## config.mk

```make
export PLATFORM = sky130hd
export DESIGN_NAME = bot_front
export DESIGN_NICKNAME = d
export VERILOG_FILES = /design/src/hdl/bot_pkg.sv /design/src/hdl/bot_front.sv
export SDC_FILE = /design/constraint.sdc
export NUM_CORES = 1
export LEC_CHECK = 0
export ABC_AREA = 1
export BUFFER_PORTS_ARGS = -buffer_cell sky130_fd_sc_hd__buf_2
export CORE_ASPECT_RATIO = 1.1
export CORE_MARGIN = 2
export CORE_UTILIZATION = 40
export CTS_CLUSTER_DIAMETER = 100
export DETAILED_ROUTE_END_ITERATION = 12
export PLACE_DENSITY = 0.68
export SYNTH_ARGS = -nofsm -noshare
export SYNTH_HDL_FRONTEND = slang
export SYNTH_SLANG_ARGS = --single-unit
```

## constraint.sdc

```tcl
create_clock -name clk -period 4.95 [get_ports clk]
set_input_delay 0.99 -clock clk [delete_from_list [all_inputs] [get_ports clk]]
set_output_delay 0.99 -clock clk [all_outputs]
set_load 0.01 [all_outputs]
```

## src/hdl/bot_pkg.sv

```systemverilog
// ----------------------------------------------------------------------------
// bot_pkg: shared types and constants for the box overlap table
// Action codes, kind codes, side codes and the front-to-back command record.
// ----------------------------------------------------------------------------
package bot_pkg;

    localparam int unsigned DefaultDepth = 64;

    localparam logic [2:0] ACT_INSERT = 3'd0;
    localparam logic [2:0] ACT_REMOVE = 3'd1;
    localparam logic [2:0] ACT_FIRST  = 3'd2;
    localparam logic [2:0] ACT_VISION = 3'd3;
    localparam logic [2:0] ACT_LAST   = 3'd4;
    localparam logic [2:0] ACT_KIND   = 3'd5;
    localparam logic [2:0] ACT_SIDE   = 3'd6;
    localparam logic [2:0] ACT_NONE   = 3'd7;

    localparam logic [2:0] KIND_IGNORE    = 3'd3;
    localparam logic [2:0] KIND_CHARACTER = 3'd4;

    localparam logic [2:0] SIDE_NONE   = 3'd0;
    localparam logic [2:0] SIDE_RIGHT  = 3'd1;
    localparam logic [2:0] SIDE_LEFT   = 3'd2;
    localparam logic [2:0] SIDE_BOTTOM = 3'd3;
    localparam logic [2:0] SIDE_TOP    = 3'd4;

    // Command handed from the front end to the execution engine
    typedef struct packed {
        logic [2:0]         action;
        logic [15:0]        self_id;
        logic signed [20:0] ax;     // test box left (moved for first hit)
        logic signed [20:0] ay;
        logic signed [19:0] box_x;  // unmoved box, for side and insert
        logic signed [19:0] box_y;
        logic [18:0]        box_w;
        logic [18:0]        box_h;
        logic [2:0]         kind;
        logic               stop_first; // stop at first hit
    } bot_cmd_t;

endpackage

```

## src/hdl/bot_front.sv

```systemverilog
// ----------------------------------------------------------------------------
// bot_front: input stage
// Accepts items, forms the moved test box and decodes the stop rule.
// ----------------------------------------------------------------------------
module bot_front
    import bot_pkg::*;
(
    input  logic               clk,
    input  logic               rst_n,
    input  logic               in_valid,
    output logic               in_stall,
    input  logic [2:0]         action,
    input  logic [15:0]        self_id,
    input  logic signed [19:0] box_x,
    input  logic signed [19:0] box_y,
    input  logic [18:0]        box_w,
    input  logic [18:0]        box_h,
    input  logic signed [19:0] move_dx,
    input  logic signed [19:0] move_dy,
    input  logic [2:0]         kind,
    output logic               cmd_valid,
    output bot_cmd_t           cmd,
    input  logic               cmd_take
);

    logic     full_reg;
    bot_cmd_t cmd_reg;
    bot_cmd_t cmd_next;

    assign in_stall  = full_reg;
    assign cmd_valid = full_reg;
    assign cmd       = cmd_reg;

    // Decode and pre-add the move offset
    always_comb
    begin
        cmd_next.action     = action;
        cmd_next.self_id    = self_id;
        cmd_next.box_x      = box_x;
        cmd_next.box_y      = box_y;
        cmd_next.box_w      = box_w;
        cmd_next.box_h      = box_h;
        cmd_next.kind       = kind;
        cmd_next.stop_first = (action == ACT_FIRST) || (action == ACT_VISION);
        if (action == ACT_FIRST)
        begin
            cmd_next.ax = 21'(box_x) + 21'(move_dx);
            cmd_next.ay = 21'(box_y) + 21'(move_dy);
        end
        else
        begin
            cmd_next.ax = 21'(box_x);
            cmd_next.ay = 21'(box_y);
        end
    end

    // One-entry queue to the engine
    always_ff @(posedge clk or negedge rst_n)
    begin
        if (!rst_n)
            full_reg <= 1'b0;
        else if (in_valid && !full_reg)
            full_reg <= 1'b1;
        else if (cmd_take)
            full_reg <= 1'b0;
    end

    always_ff @(posedge clk)
    begin
        if (in_valid && !full_reg)
            cmd_reg <= cmd_next;
    end

endmodule

```

==> flow_summary.yaml <==
outcome:
  status: "finished clean"
synth:
  synthesis.area_sq_um: 7382
  yosys_warnings: 0
  netlist_instances: 727
  syn_area_per_cell_sq_um: 10.15
  ys_seq_area_share_pct: 58.51
  synth_edf_count: 143
  ys_async_sr_fraction_pct: 0.6944
  ys_ff_latch: 144
  synth.area.top_cells: "edfxtp_1 58%, nand2_1 13%, ha_1 6.8%"
  synth.top_cell.area_share_pct: 58.17
  yosysUniqueCellTypes: 35
  ys.flop_type: "edfxtp_1"
  synth.most_common_cell: "nand2_1"
  synth_top_area_cell: "edfxtp_1"
  syn_nets: 913
  synth_top_cells_by_count: "248 x nand2_1, 143 x edfxtp_1, 66 x inv_1, 50 x nand3_1, 40 x ha_1"
routing:
  ant_nets: 0
  wl_per_cell_um: 15.44
  avgViaCountPerCell: 4.765
  drc_errors: 0
  num_vias: 6147
  wl_um: 19920
  drt_pass1_iterations: 5
  drtIter0Drc: 347
critical_path:
  end_kind: "flop"
  path_class: "input pin to flop"
  worstSetupStartpointType: "input pin"
  critPathMaxFanout: 4
  crit_arrival_ns: 2.58
  worstPathRequired_ns: 5.13
hold_path:
  holdCritPathClass: "input pin to asynchronous set/reset pin"
sta:
  skew_ns: 0.01033
  maxSlewHeadroom_pct: 37.09
  drv_slew: 0
  finalCritPeriodShare_pct: 48.48
  fmax_mhz: 416.7
  rsz0062_at_grt: "no"
  period_needed_ns: 2.400
  tns_ns: 0
  tightest_slew_ns: 0.9423
  finalHoldViolations: 0
  finalSetupViolations: 0
pwr:
  pwr-share-seq_pct: 45.0
  total_power_mw: 3.283
  power.switching_uw: 942.7
  p_clk_share_pct: 36.6
  power_leakage_nw: 4.535
  p_comb_share_pct: 18.3
  intPower_mw: 2.341
  irDropWorstVdd_mv: 0.2158
  power.density_nw_per_um2: 339.6
  sw_frac_of_total_pct: 28.71
floorplan:
  pin_count: 289
  dieArea_sq_um: 19560
  initial_core_util_pct: 40.52
  fp.coreArea_sq_um: 18220
  die_x_um: 133.5
  rows: 52
  die_h_um: 146.5
clock_network:
  hold_buffers: 0
  post-cts-setup-buffers: 0
  cts-buffers-inserted: 17
  cts_tree: "yes"
  clkSinkCount: 144
  cts_buffer_depth: 2
  clk_pin_slew_worst_paths_ns: 0.06
  cts-htree-levels: 4
  root_buffer: "clkbuf_16"
  worstSkewPairLatency_ns: 0.43
  ctsResizeCount: 0
global_route:
  use_met1_pct: 21.90
  gr-max-usage-layer: "met2"
  grt_pass1_wl_um: 31060
  grt_max_degree: 81
  track_usage_pct: 20.67
  use_met3_pct: 6.806
  antenna_found_initial: 7
  use_met2_pct: 37.84
  grt_pass1_vias: 6194
  grt-ovfl-total: 0
placement:
  io_buffers: 288
  dp_hpwl_um: 15640
  place_congestion: 0.8839
layout:
  largest_register_ffs: 143
  nets: 1214
  drive_gt1_share_pct: 34.58
  synthToLayoutAreaGrowth_pct: 30.98
flow_run:
  cap_violations: 0
[metrics by stage]
step / hold slack, ns / util [%] / worst slack [ns] / cell area [sq um] / cells
after floorplan: 0.5837 / - / 0.6497 / 7382 / 727
after global placement: 0.5432 / 49.96 / 2.175 / 9101 / 1252
final: 0.3332 / 53.08 / 2.550 / 9669 / 1290
after detailed placement: 0.5634 / 49.96 / 2.115 / 9101 / 1252
after global routing: 0.3062 / 53.04 / 2.402 / 9662 / 1287
after CTS: 0.3142 / 52.99 / 2.546 / 9654 / 1284
[path summary, 6_finish.rpt]
check | slack, ns | cells past startpoint | end | startpoint
max in group asynchronous | 4.53 | 1 | cmd_valid$_DFFE_PN0P_ | rst_n
min reg2reg | 0.57 | 2 | cmd_valid$_DFFE_PN0P_ | cmd_valid$_DFFE_PN0P_
min | 0.33 | 1 | cmd_valid$_DFFE_PN0P_ | rst_n
max reg2reg | 2.98 | 4 | cmd[7]$_DFFE_PP_ | cmd_valid$_DFFE_PN0P_
max | 2.55 | 11 | cmd[119]$_DFFE_PP_ | box_x[0]
min in group clk | 0.57 | 2 | cmd_valid$_DFFE_PN0P_ | cmd_valid$_DFFE_PN0P_
[power groups by stage]
stage / Combinational [mW] / Sequential [mW] / Clock (mW)
detailed placement: 0.605 / 1.51 / 0
global placement: 0.598 / 1.50 / 0
CTS: 0.608 / 1.48 / 1.23
global route: 0.676 / 1.49 / 1.28
floorplan: 0.315 / 1.57 / 0
finish: 0.601 / 1.48 / 1.20
[logic make-up (layout without fill, tap and decap cells)]
logic type / after synthesis / after routing / synth area share (%)
simple gates: 386 / 386 / 23.68
flops: 144 / 144 / 58.51
buf+inv: 79 / 393 / 4.288
compound gates: 62 / 62 / 4.542
fa+ha+maj: 42 / 42 / 7.322
xor+xnor: 14 / 14 / 1.661
other cells: 0 / 6 / 0
[area by class of cell]
type,instances,area [sq um]
clock inverters,14,123.9
fillers,1697,8548
multi-input cells,504,2746
inverters,70,267.8
repair buffers,291,1464
flip-flops and latches,144,4319
diodes,6,15.01
clock buffers,18,429.2
well taps,243,304.0
[cells in the final DEF, fill, tap and decap left out, drive strengths merged, types with 3 or more instances in the layout]
cell,instances
nand3,58
or2,3
nand4,6
ha,40
o21ai,22
nand3b,12
nor4,4
o21bai,7
buf,291
a21oi,33
nor2,39
diode,6
clkinvlp,5
nor3,3
nand2,258
xnor2,13
inv,77
edfxtp,143
clkbuf,18
[per-layer routing]
| metal | wire [um] | vias to the layer above |
|---|---|---|
| met5 | 13 | - |
| met4 | 512 | 2 |
| met3 | 1647 | 33 |
| met2 | 10380 | 240 |
| met1 | 7362 | 2790 |
| li1 | - | 3082 |
[critical path, stage by stage]
cell and delay, ns:
buf_2 0.12, ha_1 0.25, fa_1 0.44, nand3_1 0.11
nand3_2 0.13, nand3_1 0.11, nand3_2 0.11, nand2_1 0.12
nand3_1 0.07, nand3_1 0.08, nand2_1 0.05
No activity file was read; power rests on OpenSTA's default activity.
